**src/bfnav_pkg.sv**
```systemverilog
package bfnav_pkg;

    localparam int DATA_W           = 32;
    localparam int OP_W             = 2;
    localparam int NAV_DEPTH_DEF    = 16;
    localparam int RECENT_DEPTH_DEF = 5;
    localparam int SHOWN_RECENT     = 5;
    localparam int CNT_W            = 3;
    localparam int CNT_MAX          = 7;

    // result tdata layout, lowest bit up
    localparam int OFS_CUR_LINK  = 0;
    localparam int OFS_CUR_VALID = OFS_CUR_LINK + DATA_W;
    localparam int OFS_COUNT     = OFS_CUR_VALID + 1;
    localparam int OFS_RECENT    = OFS_COUNT + CNT_W;
    localparam int OUT_BITS      = OFS_RECENT + SHOWN_RECENT * DATA_W;
    localparam int OUT_TDATA_W   = ((OUT_BITS + 7) / 8) * 8;

    typedef enum logic [OP_W-1:0] {
        OP_OPEN = 2'd0,
        OP_BACK = 2'd1,
        OP_FWD  = 2'd2,
        OP_NONE = 2'd3
    } t_op;

    typedef enum logic {
        ST_IDLE,
        ST_READ
    } t_state;

    typedef struct packed {
        logic              en;
        logic [DATA_W-1:0] link;
    } t_touch;

endpackage

```
**src/bfnav_recent.sv**
```systemverilog
module bfnav_recent
    import bfnav_pkg::*;
#(
    parameter int RECENT_DEPTH = RECENT_DEPTH_DEF,
    localparam int FILL_W      = $clog2(RECENT_DEPTH + 1)
) (
    input  logic                                 i_clk,
    input  logic                                 i_rst_n,
    input  t_touch                               i_touch,
    output logic [RECENT_DEPTH-1:0][DATA_W-1:0]  o_list,
    output logic [FILL_W-1:0]                    o_fill
);

    localparam int IDX_W = (RECENT_DEPTH > 1) ? $clog2(RECENT_DEPTH) : 1;

    logic [RECENT_DEPTH-1:0][DATA_W-1:0] r_list;
    logic [RECENT_DEPTH-1:0][DATA_W-1:0] n_list;
    logic [FILL_W-1:0]                   r_fill;
    logic [FILL_W-1:0]                   n_fill;
    logic [RECENT_DEPTH-1:0]             hit;
    logic                                found;
    logic [IDX_W-1:0]                    pos;

    always_comb begin
        for (int i = 0; i < RECENT_DEPTH; i++) begin
            hit[i] = (FILL_W'(i) < r_fill) && (r_list[i] == i_touch.link);
        end
        found = |hit;
        pos   = '0;
        // lowest matching slot wins
        for (int i = RECENT_DEPTH - 1; i >= 0; i--) begin
            if (hit[i]) begin
                pos = IDX_W'(i);
            end
        end
        n_fill = r_fill;
        if (!found) begin
            if (r_fill < FILL_W'(RECENT_DEPTH)) begin
                n_fill = r_fill + 1'b1;
                pos    = IDX_W'(r_fill);
            end else begin
                pos = IDX_W'(RECENT_DEPTH - 1);
            end
        end
        // shift every slot below the vacated one up by one, newest link into slot 0
        n_list[0] = i_touch.link;
        for (int i = 1; i < RECENT_DEPTH; i++) begin
            n_list[i] = (IDX_W'(i) <= pos) ? r_list[i-1] : r_list[i];
        end
    end

    always_ff @(posedge i_clk) begin
        if (!i_rst_n) begin
            r_fill <= '0;
        end else if (i_touch.en) begin
            r_fill <= n_fill;
        end
    end

    always_ff @(posedge i_clk) begin
        if (i_touch.en) begin
            r_list <= n_list;
        end
    end

    assign o_list = r_list;
    assign o_fill = r_fill;

endmodule

```
**src/back_forward_nav_with_lru_history_core.sv**
```systemverilog
// channel   dir   handshake             payload
// s         in    i_s_tvalid/o_s_tready tuser: opcode; tdata: link_value
// m         out   o_m_tvalid/i_m_tready tdata: current page and recency list
//
// open, unused opcode and back/forward with no page: result loaded straight from ST_IDLE
// back/forward with a page: registered read of the page ring, then ST_READ loads the result
// s is ready only in ST_IDLE, when the result slot is empty or its transfer happens that cycle
// i_rst_n is synchronous; the page ring itself needs no clearing after reset
// a stalled m holds off s at once, for as long as the result waits
module back_forward_nav_with_lru_history_core
    import bfnav_pkg::*;
#(
    parameter int NAV_DEPTH    = NAV_DEPTH_DEF,
    parameter int RECENT_DEPTH = RECENT_DEPTH_DEF
) (
    input  logic                   i_clk,
    input  logic                   i_rst_n,
    input  logic                   i_s_tvalid,
    output logic                   o_s_tready,
    input  logic [DATA_W-1:0]      i_s_tdata,   // [31:0] link_value
    input  logic [OP_W-1:0]        i_s_tuser,   // [1:0] opcode
    output logic                   o_m_tvalid,
    input  logic                   i_m_tready,
    // [31:0] current_link, [32] current_valid, [35:33] recent_count,
    // [67:36] recent_0, [99:68] recent_1, [131:100] recent_2,
    // [163:132] recent_3, [195:164] recent_4, [199:196] zero
    output logic [OUT_TDATA_W-1:0] o_m_tdata
);

    localparam int NAV_W  = $clog2(NAV_DEPTH);
    localparam int FILL_W = $clog2(RECENT_DEPTH + 1);
    localparam logic [NAV_W-1:0] NAV_LAST = NAV_W'(NAV_DEPTH - 1);

    logic [DATA_W-1:0] nav_mem [NAV_DEPTH];

    t_state            r_state,      n_state;
    logic [NAV_W-1:0]  r_base,       n_base;
    logic [NAV_W-1:0]  r_cursor,     n_cursor;
    logic [NAV_W-1:0]  r_top,        n_top;
    logic              r_nonempty,   n_nonempty;
    logic [DATA_W-1:0] r_cur_link,   n_cur_link;
    logic              r_out_valid,  n_out_valid;
    logic [DATA_W-1:0] r_rd_data;

    logic              in_fire;
    logic              wr_en;
    logic              rd_en;
    logic              out_load;
    logic [NAV_W-1:0]  cursor_next;
    logic [NAV_W-1:0]  cursor_prev;
    logic [NAV_W-1:0]  base_next;
    t_op               op;
    t_touch            touch;

    logic [RECENT_DEPTH-1:0][DATA_W-1:0] rec_list;
    logic [FILL_W-1:0]                   rec_fill;
    logic [CNT_W-1:0]                    rec_count;
    logic [SHOWN_RECENT-1:0][DATA_W-1:0] rec_shown;

    assign cursor_next = (r_cursor == NAV_LAST) ? '0 : r_cursor + 1'b1;
    assign cursor_prev = (r_cursor == '0) ? NAV_LAST : r_cursor - 1'b1;
    assign base_next   = (r_base == NAV_LAST) ? '0 : r_base + 1'b1;

    // the recency list and page state only change when the result slot is free
    assign o_s_tready = (r_state == ST_IDLE) && (!r_out_valid || i_m_tready);
    assign in_fire    = i_s_tvalid && o_s_tready;
    assign op         = t_op'(i_s_tuser);

    always_comb begin
        n_state    = r_state;
        n_base     = r_base;
        n_cursor   = r_cursor;
        n_top      = r_top;
        n_nonempty = r_nonempty;
        n_cur_link = r_cur_link;
        wr_en      = 1'b0;
        rd_en      = 1'b0;
        out_load   = 1'b0;
        touch.en   = 1'b0;
        touch.link = i_s_tdata;
        case (r_state)
            ST_IDLE: begin
                if (in_fire) begin
                    case (op)
                        OP_OPEN: begin
                            if (!r_nonempty) begin
                                n_cursor   = r_base;
                                n_nonempty = 1'b1;
                            end else begin
                                // full ring: oldest page falls off
                                if (cursor_next == r_base) begin
                                    n_base = base_next;
                                end
                                n_cursor = cursor_next;
                            end
                            n_top      = n_cursor;
                            n_cur_link = i_s_tdata;
                            wr_en      = 1'b1;
                            touch.en   = 1'b1;
                            out_load   = 1'b1;
                        end
                        OP_BACK: begin
                            if (r_nonempty) begin
                                if (r_cursor != r_base) begin
                                    n_cursor = cursor_prev;
                                end
                                rd_en   = 1'b1;
                                n_state = ST_READ;
                            end else begin
                                out_load = 1'b1;
                            end
                        end
                        OP_FWD: begin
                            if (r_nonempty) begin
                                if (r_cursor != r_top) begin
                                    n_cursor = cursor_next;
                                end
                                rd_en   = 1'b1;
                                n_state = ST_READ;
                            end else begin
                                out_load = 1'b1;
                            end
                        end
                        default: begin
                            out_load = 1'b1;
                        end
                    endcase
                end
            end
            ST_READ: begin
                touch.en   = 1'b1;
                touch.link = r_rd_data;
                n_cur_link = r_rd_data;
                out_load   = 1'b1;
                n_state    = ST_IDLE;
            end
            default: begin
                n_state = ST_IDLE;
            end
        endcase
        if (out_load) begin
            n_out_valid = 1'b1;
        end else if (i_m_tready) begin
            n_out_valid = 1'b0;
        end else begin
            n_out_valid = r_out_valid;
        end
    end

    always_ff @(posedge i_clk) begin
        if (!i_rst_n) begin
            r_state     <= ST_IDLE;
            r_base      <= '0;
            r_cursor    <= '0;
            r_top       <= '0;
            r_nonempty  <= 1'b0;
            r_out_valid <= 1'b0;
        end else begin
            r_state     <= n_state;
            r_base      <= n_base;
            r_cursor    <= n_cursor;
            r_top       <= n_top;
            r_nonempty  <= n_nonempty;
            r_out_valid <= n_out_valid;
        end
    end

    always_ff @(posedge i_clk) begin
        r_cur_link <= n_cur_link;
    end

    // page ring: one write or one read per cycle, never both
    always_ff @(posedge i_clk) begin
        if (wr_en) begin
            nav_mem[n_cursor] <= i_s_tdata;
        end
    end

    always_ff @(posedge i_clk) begin
        if (rd_en) begin
            r_rd_data <= nav_mem[n_cursor];
        end
    end

    bfnav_recent #(
        .RECENT_DEPTH (RECENT_DEPTH)
    ) u_recent (
        .i_clk   (i_clk),
        .i_rst_n (i_rst_n),
        .i_touch (touch),
        .o_list  (rec_list),
        .o_fill  (rec_fill)
    );

    always_comb begin
        if (int'(rec_fill) > CNT_MAX) begin
            rec_count = CNT_W'(CNT_MAX);
        end else begin
            rec_count = CNT_W'(rec_fill);
        end
    end

    for (genvar k = 0; k < SHOWN_RECENT; k++) begin : g_shown
        if (k < RECENT_DEPTH) begin : g_live
            assign rec_shown[k] = (FILL_W'(k) < rec_fill) ? rec_list[k] : '0;
        end else begin : g_none
            assign rec_shown[k] = '0;
        end
    end

    assign o_m_tvalid = r_out_valid;
    assign o_m_tdata  = {
        {(OUT_TDATA_W - OUT_BITS){1'b0}},
        rec_shown,
        rec_count,
        r_nonempty,
        (r_nonempty ? r_cur_link : {DATA_W{1'b0}})
    };

endmodule

```
**config.mk**
```make
export PLATFORM = sky130hd
export DESIGN_NAME = back_forward_nav_with_lru_history_core
export DESIGN_NICKNAME = d
export VERILOG_FILES = /design/src/bfnav_pkg.sv /design/src/bfnav_recent.sv /design/src/back_forward_nav_with_lru_history_core.sv
export SDC_FILE = /design/constraint.sdc
export NUM_CORES = 1
export LEC_CHECK = 0
export ABC_AREA = 1
export BUFFER_PORTS_ARGS = -buffer_cell sky130_fd_sc_hd__clkbuf_2
export CORE_ASPECT_RATIO = 0.9
export CORE_MARGIN = 2
export CORE_UTILIZATION = 30
export DETAILED_ROUTE_END_ITERATION = 10
export SLEW_MARGIN = 40
export SYNTH_ARGS = -nofsm -noshare
export SYNTH_HDL_FRONTEND = slang
export SYNTH_SLANG_ARGS = --single-unit
```
**constraint.sdc**
```tcl
create_clock -name i_clk -period 5.5 [get_ports i_clk]
set_input_delay 0.825 -clock i_clk [delete_from_list [all_inputs] [get_ports i_clk]]
set_output_delay 0.825 -clock i_clk [all_outputs]
set_load 0.01 [all_outputs]
```
Word-level counts from Yosys, hierarchy flattened
Memories as Yosys holds them, arrays and structs flattened. A register that Yosys moved wholly into a read port is not among the register bits.
Cells that the tools add are included.
{ "word_totals": {"input_bits": 38, "n_memories": 1, "out_inout_bits": 202, "elab_cells": 111, "mem_bits_rw": 512, "reg_bits": 210} }
{ "memory_table": {"columns": ["name", "depth", "width", "read_ports", "rd_clocked_by_memory_dff", "wr", "line_no", "rtl"], "rows": [
  ["nav_mem", 16, 32, 1, 1, 1, "back_forward_nav_with_lru_history_core.sv:34", "logic [DATA_W-1:0] nav_mem [NAV_DEPTH];"]
]} }
{ "classes": {"n_eq_ne": 14, "n_lt_le_gt_ge": 10, "n_reduce_logical": 22, "muxes": 45, "n_addsub": 4, "bitwise_logic": 2} }
{ "ops": {"columns": ["cell", "n"], "rows": [
  ["$mux W32", 9],
  ["$eq A32 B32 Y1", 5],
  ["$pmux W32 S2", 1],
  ["$mux W4", 10],
  ["$mux W3", 7],
  ["$mux W1", 14],
  ["$pmux W4 S3", 1],
  ["$reduce_and A2 Y1", 5],
  ["$add A4 B1 Y4 const B", 2],
  ["$eq A4 B4 Y1 const B", 2],
  ["$ne A4 B4 Y1", 2],
  ["$logic_and A1 B1 Y1", 7],
  ["$le A2 B3 Y1 const A", 2],
  ["$lt A1 B3 Y1 const A", 2],
  ["$lt A2 B3 Y1 const A", 2],
  ["$pmux W1 S2", 3],
  ["$reduce_and A3 Y1", 2],
  ["$reduce_and A5 Y1", 1],
  ["$reduce_or A5 Y1", 1],
  ["$eq A4 B4 Y1", 1],
  ["$logic_not A4 Y1", 1],
  ["$sub A4 B1 Y4 const B", 1],
  ["$add A3 B1 Y3 const B", 1],
  ["$le A1 B3 Y1 const A", 1],
  ["other kinds (13)", 14]
]} }

Logic depth before layout (Yosys ltp)
Gate-level depths: netlist of the first run.
{ "logic_depth": {"word_depth": 11, "mapped_depth": 20, "ltp_nobuf": 18} }

Modules after synthesis
From an unflattened synthesis of the first run, not the netlist that was laid out.
{ "unflattened": {"hier_cells": 3740, "hier_area_um2": 35370.2} }
{ "by_module_without_submodules": {"columns": ["mod", "instances", "area_each_um2", "cells_each"], "rows": [
  ["back_forward_nav_with_lru_history_core", 1, 26987.1, 2882],
  ["bfnav_recent", 1, 8383.0, 858]
]} }

Worst setup path before layout of the first run
OpenSTA, ideal clock, no wires.
{ "synth_timing": {"path_kind": "input to register", "startpoint": "in i_m_tready", "endpoint": "mem nav_mem[13][0], enable pin", "slack_ns": 1.403, "arrival_ns": 3.676, "path_buffers": 3, "setup_ns": 0.421, "required_time_ns": 5.079, "path_stages": 14, "path_cell_list": "inv_1 -> nand2_1 -> nand2_1 -> nor2_2 -> inv_2 -> or2_0 -> buf_2 -> a21oi_1 -> nand3_1 -> nand2_1 -> buf_2 -> buf_2 -> nand4_1 -> nor2_1"} }
{ "synth_between": {"elab_chain_cells": 7, "word_cells_on_any_way": 9, "cone_classes": "mux: 6; reduce/logical: 3"} }
{ "synth_lines": {"columns": ["element", "line_no", "rtl"], "rows": [
  ["from (decl)", "back_forward_nav_with_lru_history_core.sv:23", "input logic i_m_tready,"],
  ["$logic_or A1 B1 Y1 (*)", "back_forward_nav_with_lru_history_core.sv:65", "assign o_s_tready = (r_state == ST_IDLE) && (!r_out_valid || i_m_tready);"],
  ["$logic_and A1 B1 Y1 (*)", "back_forward_nav_with_lru_history_core.sv:65", null],
  ["$logic_and A1 B1 Y1 (*)", "back_forward_nav_with_lru_history_core.sv:66", "assign in_fire = i_s_tvalid && o_s_tready;"],
  ["$mux W1", "back_forward_nav_with_lru_history_core.sv:83", "if (in_fire) begin"],
  ["$mux W1", "back_forward_nav_with_lru_history_core.sv:81", "case (r_state)"],
  ["$mux W1", "back_forward_nav_with_lru_history_core.sv:174", "if (wr_en) begin"],
  ["$mux W1 (not written as such)", "back_forward_nav_with_lru_history_core.sv:175", "nav_mem[n_cursor] <= i_s_tdata;"],
  ["to (decl)", "back_forward_nav_with_lru_history_core.sv:34", null]
]} }
Mark *: on every way between the ends. The rest lies on a longest branch, timed or not.

Worst setup path in the final report of the first run
{ "layout_timing": {"startpoint": "reg r_state", "endpoint": "mem nav_mem[12][24], enable pin"} }
{ "layout_between": {"elab_chain_cells": 7, "word_cells_on_any_way": 9, "cone_classes": "mux: 6; bitwise: 1; reduce/logical: 2"} }
{ "layout_lines": {"columns": ["element", "line_no", "rtl"], "rows": [
  ["from (decl)", "back_forward_nav_with_lru_history_core.sv:36", "t_state r_state, n_state;"],
  ["from (signal assigned)", "back_forward_nav_with_lru_history_core.sv:159", "r_state <= n_state;"],
  ["$not A1 Y1", null, null],
  ["$logic_and A1 B1 Y1", "back_forward_nav_with_lru_history_core.sv:65", null],
  ["$logic_and A1 B1 Y1", "back_forward_nav_with_lru_history_core.sv:66", null],
  ["$mux W1", "back_forward_nav_with_lru_history_core.sv:83", null],
  ["$mux W1", "back_forward_nav_with_lru_history_core.sv:81", null],
  ["$mux W1", "back_forward_nav_with_lru_history_core.sv:174", null],
  ["$mux W1 (not written as such)", "back_forward_nav_with_lru_history_core.sv:175", null]
]} }
Parallel ways exist; a longest one is shown, timed or not.

==> results of run 1 <==
cells by family (layout without fill, tap and decap cells):
| logic type | Yosys count | in the layout | share of synthesized area [%] |
|---|---|---|---|
| other | 1 | 6 | 0.0107 |
| xor gates and xnor gates | 22 | 22 | 0.551 |
| and+or+nand+nor | 2384 | 2384 | 27.5 |
| adders and majority gates | 8 | 8 | 0.286 |
| AOI/OAI and AO/OA | 65 | 65 | 1.05 |
| DFF | 754 | 754 | 64.3 |
| buffers and inverters | 529 | 795 | 6.33 |
power by group:
part | switching [mW] | internal (mW)
Clock | 2.28 | 3.41
Combinational | 1.13 | 0.378
Sequential | 0.0279 | 6.37
sequential cells by signal, summed over array words and instances (netlist names):
register,count
nav_mem,512
o_m_tvalid,1
r_base,4
r_cur_link,32
r_cursor,4
r_nonempty,1
r_rd_data,32
r_state,1
r_top,4
u_recent.o_fill,3
u_recent.o_list,160
area by class of cell:
cell class / count / area (um2) / area share, %
flip-flops and latches: 754 / 22500 / 55.1
multi-input cells: 2483 / 10500 / 25.7
clock buffers: 97 / 2090 / 5.12
well taps: 1560 / 1950 / 4.79
repair buffers: 287 / 1780 / 4.36
inverters: 363 / 1370 / 3.35
clock inverters: 48 / 632 / 1.55
diodes: 2 / 5.00 / 0.0123
per-stage QoR:
stage               hold slack, ns  setup WS (ns)  utilization [%]  area (um2)  std cells
floorplan                    0.426           1.40                -       35000       3766
global placement             0.430           1.12             33.0       38000       5446
detailed placement           0.434           1.08             33.0       38000       5447
CTS                          0.449           1.26             35.3       40800       5592
global route                 0.459           1.01             35.3       40800       5593
finish                       0.447           1.28             35.3       40800       5594
Yosys cell counts (2+ instances only):
cell type  number
a21oi_1        13
and3_1          3
buf_1           8
buf_2          92
buf_4          23
buf_6           3
clkbuf_1       39
dfxtp_1        18
edfxtp_1      736
ha_1            8
inv_1         359
inv_2           3
nand2_1      1670
nand2_2         3
nand3_1       399
nand3b_1        7
nand4_1        30
nor2_1        254
nor2_2          2
nor3_1          8
nor3b_1         2
o211ai_1        7
o21ai_0        29
o21ai_1         5
o22ai_1         5
o31ai_1         2
xnor2_1         3
xor2_1         19
per-layer routing:
metal  wire (um)  share of wire, %  vias up
met5         102             0.090        -
met4        4120               3.6       14
met3        9060               7.9      217
met2       51200                45     1147
met1       49400                43    12687
li1            -                 -    12604
how the worst max path moves through the flow:
stage | to | cells past startpoint | from | slack (ns)
finish | nav_mem[12][24]$_DFFE_PP_ | 11 | r_state$_SDFF_PN0_ | 1.28
global route | nav_mem[14][29]$_DFFE_PP_ | 11 | r_state$_SDFF_PN0_ | 1.01
CTS | nav_mem[14][27]$_DFFE_PP_ | 11 | r_state$_SDFF_PN0_ | 1.26
detailed placement | nav_mem[12][14]$_DFFE_PP_ | 13 | i_m_tready | 1.08
global placement | nav_mem[6][9]$_DFFE_PP_ | 13 | i_m_tready | 1.12
floorplan | nav_mem[13][0]$_DFFE_PP_ | 14 | i_m_tready | 1.40
==> summary.log, run 1 <==
INFO  setup_path     critical_path.endpoint_type=flip-flop
INFO  clock_tree     clkLatencyLatePin=0.64ns
INFO  logic_synthesis async_flop_share=0%
INFO  grt            top_usage_layer=met2
INFO  logic_synthesis postSynthRegisterBits=754
INFO  clock_tree     tritoncts=yes
INFO  floorplan      floorplan.core_area=115000um2
INFO  grt            grt_pass1_wl=167mm
INFO  sta            fin_worst_skew=0.0297ns
INFO  logic_synthesis post_synthesis_area_per_instance=9.29um2
INFO  setup_path     path_delay_family=simple AND/OR/NAND/NOR gates
INFO  status         status=finished clean
INFO  logic_synthesis yosys.cell_types.count=41
INFO  floorplan      floorplan.die.height=328um
INFO  clock_tree     cts_inserted_buffers=80
INFO  clock_tree     cts_setup_buffers=0
INFO  hold_path      worst_hold_path.num_cells=0
INFO  sta            achievable-frequency=237MHz
INFO  placed_design  gpl.final_weighted_congestion=1.00
INFO  layout         final_net_count=4015
INFO  placed_design  placement.io_buffers=235
INFO  placed_design  detailedPlacementHpwl=75.3mm
INFO  logic_synthesis synth_flop_cell=edfxtp_1
INFO  grt            track_usage=18.7%
INFO  setup_path     regToRegSetupSlack=1.28ns
INFO  route          drtIter0Drc=2890
INFO  sta            timing.slew.headroom=34.3%
INFO  clock_tree     clock_tree.buffer_depth=3
INFO  route          route.detailed.vias_per_inst=4.77
INFO  clock_tree     numClockSinks=754
INFO  setup_path     reg2reg_from=r_state$_SDFF_PN0_
INFO  setup_path     data_arrival_at_the_endpoint_of_the_critical_path=4.54ns
INFO  layout         commonest_non_fill_non_tap_cells_in_the_layout=1669 x nand2_1, 736 x edfxtp_1, 399 x nand3_1
INFO  logic_synthesis post_synth_inst_count=3763
INFO  power_and_ir_drop p_total=13.6mW
INFO  setup_path     worstPathCellList=inv_2, nand2_1, nor2_2, inv_2, or2_0, nor2_2, nand3_4, nand2_8, nand3_1, nor2_4, buf_12
INFO  layout         number_of_fill_cells_in_the_layout=11720
INFO  hold_path      hp-start=u_recent.o_list[36]$_DFFE_PP_
INFO  clock_tree     cts_hold_buf=0
INFO  route          drtAntennaViolNets=0
INFO  logic_synthesis ys_seq_area_share=64.3%
INFO  setup_path     r2r.worst_path.cells=11
INFO  floorplan      floorplan.initialDensity=30.3%
INFO  sta            setup_tns=0ns
INFO  logic_synthesis dominant_cells_by_area_after_synthesis=edfxtp_1 63%, nand2_1 18%, nand3_1 5.7%
INFO  route          detailedRoute.firstPassIterationCount=6
INFO  grt            grt_max_degree=146
INFO  logic_synthesis post_synth_design_cell_area=35000um2
INFO  logic_synthesis synthesis.yosys.warnings=0
INFO  setup_path     slowest_delay=0.57ns
INFO  route          route.vias.total=26669
INFO  setup_path     critPathBufInv=3
INFO  grt            met1_usage_in_global_routing=25.9%
INFO  power_and_ir_drop power.static_leakage=18.0nW
INFO  layout         post_route_cells_drive_above_1_share=10.9%
INFO  setup_path     critPathRequiredTime=5.82ns
INFO  logic_synthesis synth_edf_count=736
INFO  floorplan      row_count=118
INFO  route          wl_per_cell=20.4um
INFO  layout         syn2layout_area_growth=16.6%
INFO  floorplan      design.portCount=240
INFO  clock_tree     post_cts_resize_count=0
INFO  floorplan      die_w=364um
INFO  sta            final-setup-viol-count=0
INFO  run            maxCapViolCount=0
INFO  grt            global_route_track_usage_on_met2=29.4%
INFO  clock_tree     clock_tree.root_cell=clkbuf_16
INFO  layout         layout.cells.most_common=nand2_1
INFO  grt            antenna_found_initial=9
INFO  grt            met3_usage=3.30%
INFO  setup_path     critical_path.slowest_cell=nor2_4
INFO  setup_path     critical_path_peak_fanout=49
INFO  floorplan      floorplan.die_area=119000um2
INFO  hold_path      hold_end=u_recent.o_list[68]$_DFFE_PP_
INFO  setup_path     capture_point_of_the_worst_reg_to_reg_path=nav_mem[12][24]$_DFFE_PP_
INFO  power_and_ir_drop power_density=333nW/um2
INFO  power_and_ir_drop worst_ir_drop_vdd=0.000236V
INFO  hold_path      hold_class=reg2reg
INFO  grt            number_of_global_route_vias_before_repair=25345
INFO  grt            globalRoute.totalOverflow=0
INFO  sta            hold_violations=0
INFO  route          wl=114mm
INFO  sta            max_slew.worst_pin.slew=0.975ns
INFO  sta            drv_slew=0
INFO  route          drcViolationCount=0
INFO  setup_path     timing.critical_path.from_type=flip-flop
INFO  setup_path     crit_type=reg2reg
INFO  sta            finalCriticalPeriod=4.22ns
INFO  logic_synthesis netlist.top_cell.by_area=edfxtp_1
INFO  sta            rsz0062_at_grt=no
INFO  sta            period_share=76.7%
INFO  logic_synthesis synth_top_area_share=63.2%
INFO  clock_tree     clkTransAtPathRegs=0.06ns
INFO  clock_tree     htreeDepth=3
(Power assumes the default switching activity.)
==> run 2, diff against run 1 <==
clock period = 3.75 ns   (was 5.5 ns; I/O delays follow)
==> run 2 against run 1 <==
Effect of this change: the flow now finishes with violations (DRC); die area is the same; non-clock buffer count is 92 higher; cell count is 1.6% higher; sequential power grew 47%; flip-flop and latch count stayed put; design area is 1.3% higher; via count grew 1.6%; first-iteration DRC count up 10%.
==> summary.log, run 2 (synthesis results as in run 1) <==
INFO  power_and_ir_drop worst_ir_drop_vdd=0.000330V
INFO  layout         syn2layout_area_growth=18.1%
INFO  layout         final_net_count=4107
INFO  route          detailedRoute.firstPassIterationCount=9
INFO  floorplan      floorplan.die.height=328um
INFO  power_and_ir_drop power_report.internal_total=14.3mW
INFO  grt            globalRoute.totalOverflow=0
INFO  grt            number_of_global_route_vias_before_repair=25388
INFO  grt            track_usage=19.3%
INFO  clock_tree     clkLatencyLatePin=0.66ns
INFO  clock_tree     cts_inserted_buffers=80
INFO  floorplan      design.portCount=240
INFO  route          route.detailed.vias_per_inst=4.77
INFO  floorplan      die_w=364um
INFO  route          drcViolationCount=1
INFO  sta            finalCriticalPeriod=3.46ns
INFO  setup_path     data_arrival_at_the_endpoint_of_the_critical_path=3.78ns
INFO  layout         number_of_fill_cells_in_the_layout=11648
INFO  clock_tree     cts_hold_buf=0
INFO  clock_tree     cts_setup_buffers=0
INFO  layout         stdcell_area=41300um2
INFO  power_and_ir_drop power_frac_seq=48.3%
INFO  placed_design  setup_slack_after_placement=0.155ns
INFO  grt            grt_max_degree=154
INFO  sta            fin_worst_skew=0.0378ns
INFO  floorplan      floorplan.initialDensity=30.3%
INFO  layout         layout.cells.most_common=nand2_1
INFO  power_and_ir_drop power_density=470nW/um2
INFO  power_and_ir_drop p_sw_share=26.4%
INFO  power_and_ir_drop clkPwrFrac=39.6%
INFO  power_and_ir_drop switching_power=5.13mW
INFO  layout         largest_register_ff_count=512
INFO  route          drtAntennaViolNets=0
INFO  run            maxCapViolCount=0
INFO  setup_path     crit_type=reg2reg
INFO  route          wl=117mm
INFO  placed_design  detailedPlacementHpwl=80.0mm
INFO  placed_design  total_instance_count_after_detailed_placement=5539
INFO  route          wl_per_cell=20.6um
INFO  power_and_ir_drop p_total=19.4mW
INFO  route          route.vias.total=27088
INFO  sta            finalWorstSetupSlack=0.292ns
INFO  placed_design  gpl.final_weighted_congestion=0.986
INFO  sta            final-setup-viol-count=0
INFO  floorplan      floorplan.core_area=115000um2
INFO  setup_path     critPathRequiredTime=4.07ns
INFO  clock_tree     htreeDepth=3
INFO  status         status=finished, violations left
INFO  setup_path     critical_path.endpoint_type=flip-flop
INFO  clock_tree     tritoncts=yes
INFO  sta            setup_tns=0ns
INFO  layout         instances_no_fill=5682
INFO  sta            max_slew.worst_pin.slew=0.892ns
INFO  layout         commonest_non_fill_non_tap_cells_in_the_layout=1669 x nand2_1, 736 x edfxtp_1, 399 x nand3_1
INFO  clock_tree     clock_tree.buffer_depth=3
INFO  clock_tree     clkTransAtPathRegs=0.06ns
INFO  clock_tree     numClockSinks=754
INFO  power_and_ir_drop power.static_leakage=18.3nW
INFO  route          drtIter0Drc=3193
INFO  layout         utilization=35.8%
INFO  sta            timing.slew.headroom=40.6%
INFO  placed_design  postPlaceCellArea=38800um2
INFO  sta            hold_violations=0
INFO  status         failed_checks=DRC
INFO  floorplan      row_count=118
INFO  clock_tree     clock_tree.root_cell=clkbuf_16
INFO  layout         post_route_cells_drive_above_1_share=12.6%
INFO  clock_tree     post_cts_resize_count=0
INFO  sta            rsz0062_at_grt=no
INFO  grt            grt_pass1_wl=171mm
INFO  floorplan      floorplan.die_area=119000um2
INFO  sta            fin_hold_ws=0.219ns
INFO  sta            drv_slew=0
INFO  placed_design  placement.io_buffers=235
INFO  setup_path     timing.critical_path.from_type=flip-flop
INFO  hold_path      hold_class=in2reg
INFO  grt            antenna_found_initial=10
INFO  layout         top_register=nav_mem
INFO  sta            achievable-frequency=289MHz
INFO  power_and_ir_drop power.share.combinational=12.0%
INFO  setup_path     critical_path_peak_fanout=32
INFO  sta            period_share=92.2%
## run 2: changes by cell type in the layout (fill, tap and decap cells not counted), sizes merged
cell,delta
clkinvlp,-1
bufinv,-10
clkinv,+5
inv,+1
diode,+2
buf,+91
## run 2: path summary, 6_finish.rpt
check	cells after the start	from	endpoint	slack (ns)
min	3	i_s_tvalid	o_m_tvalid$_SDFFE_PN0P_	0.22
max reg2reg	15	r_state$_SDFF_PN0_	u_recent.o_list[40]$_DFFE_PP_	0.29
min reg2reg	0	u_recent.o_list[60]$_DFFE_PP_	u_recent.o_list[92]$_DFFE_PP_	0.45
max	15	r_state$_SDFF_PN0_	u_recent.o_list[40]$_DFFE_PP_	0.29
## run 2: area by class of cell
type	count	area, um2	area share (%)
antenna	4	10.0	0.0242
clock buffer	96	2080	5.05
clock inverter	43	393	0.951
inverter	363	1370	3.31
multi-input combinational	2483	10500	25.4
sequential	754	22500	54.4
tap	1560	1950	4.73
timing repair buffer	379	2550	6.18
## run 2: worst max-delay path, stage by stage, from the launching register on
cell     delay, ns
dfxtp_2       0.35
buf_4         0.30
nand2_1       0.25
nand2_1       0.46
buf_4         0.22
o21ai_0       0.06
or2_1         0.21
nor3_1        0.23
nand3_1       0.10
nor2_1        0.20
nand2_1       0.10
nand2_1       0.07
nand2_1       0.06
and2_0        0.15
nand2_1       0.10
buf_12        0.22
## run 2: routing by layer
metal / part of all wire [%] / GRT usage [%] / vias to the layer above
met1: 45 / 27.9 / 12883
met4: 3.1 / 5.99 / 14
li1: - / - / 12792
met5: 0.084 / 0 / -
met3: 8.2 / 3.16 / 192
met2: 44 / 29.5 / 1207
## run 2: power groups by stage
stage / logic [mW] / registers, mW / clock network, mW
5_1_grt: 2.59 / 9.38 / 8.11
3_3_place_gp: 2.31 / 9.55 / 0
3_5_place_dp: 2.31 / 9.56 / 0
4_1_cts: 2.32 / 9.38 / 7.80
2_1_floorplan: 1.43 / 9.54 / 0
6_report: 2.34 / 9.38 / 7.70
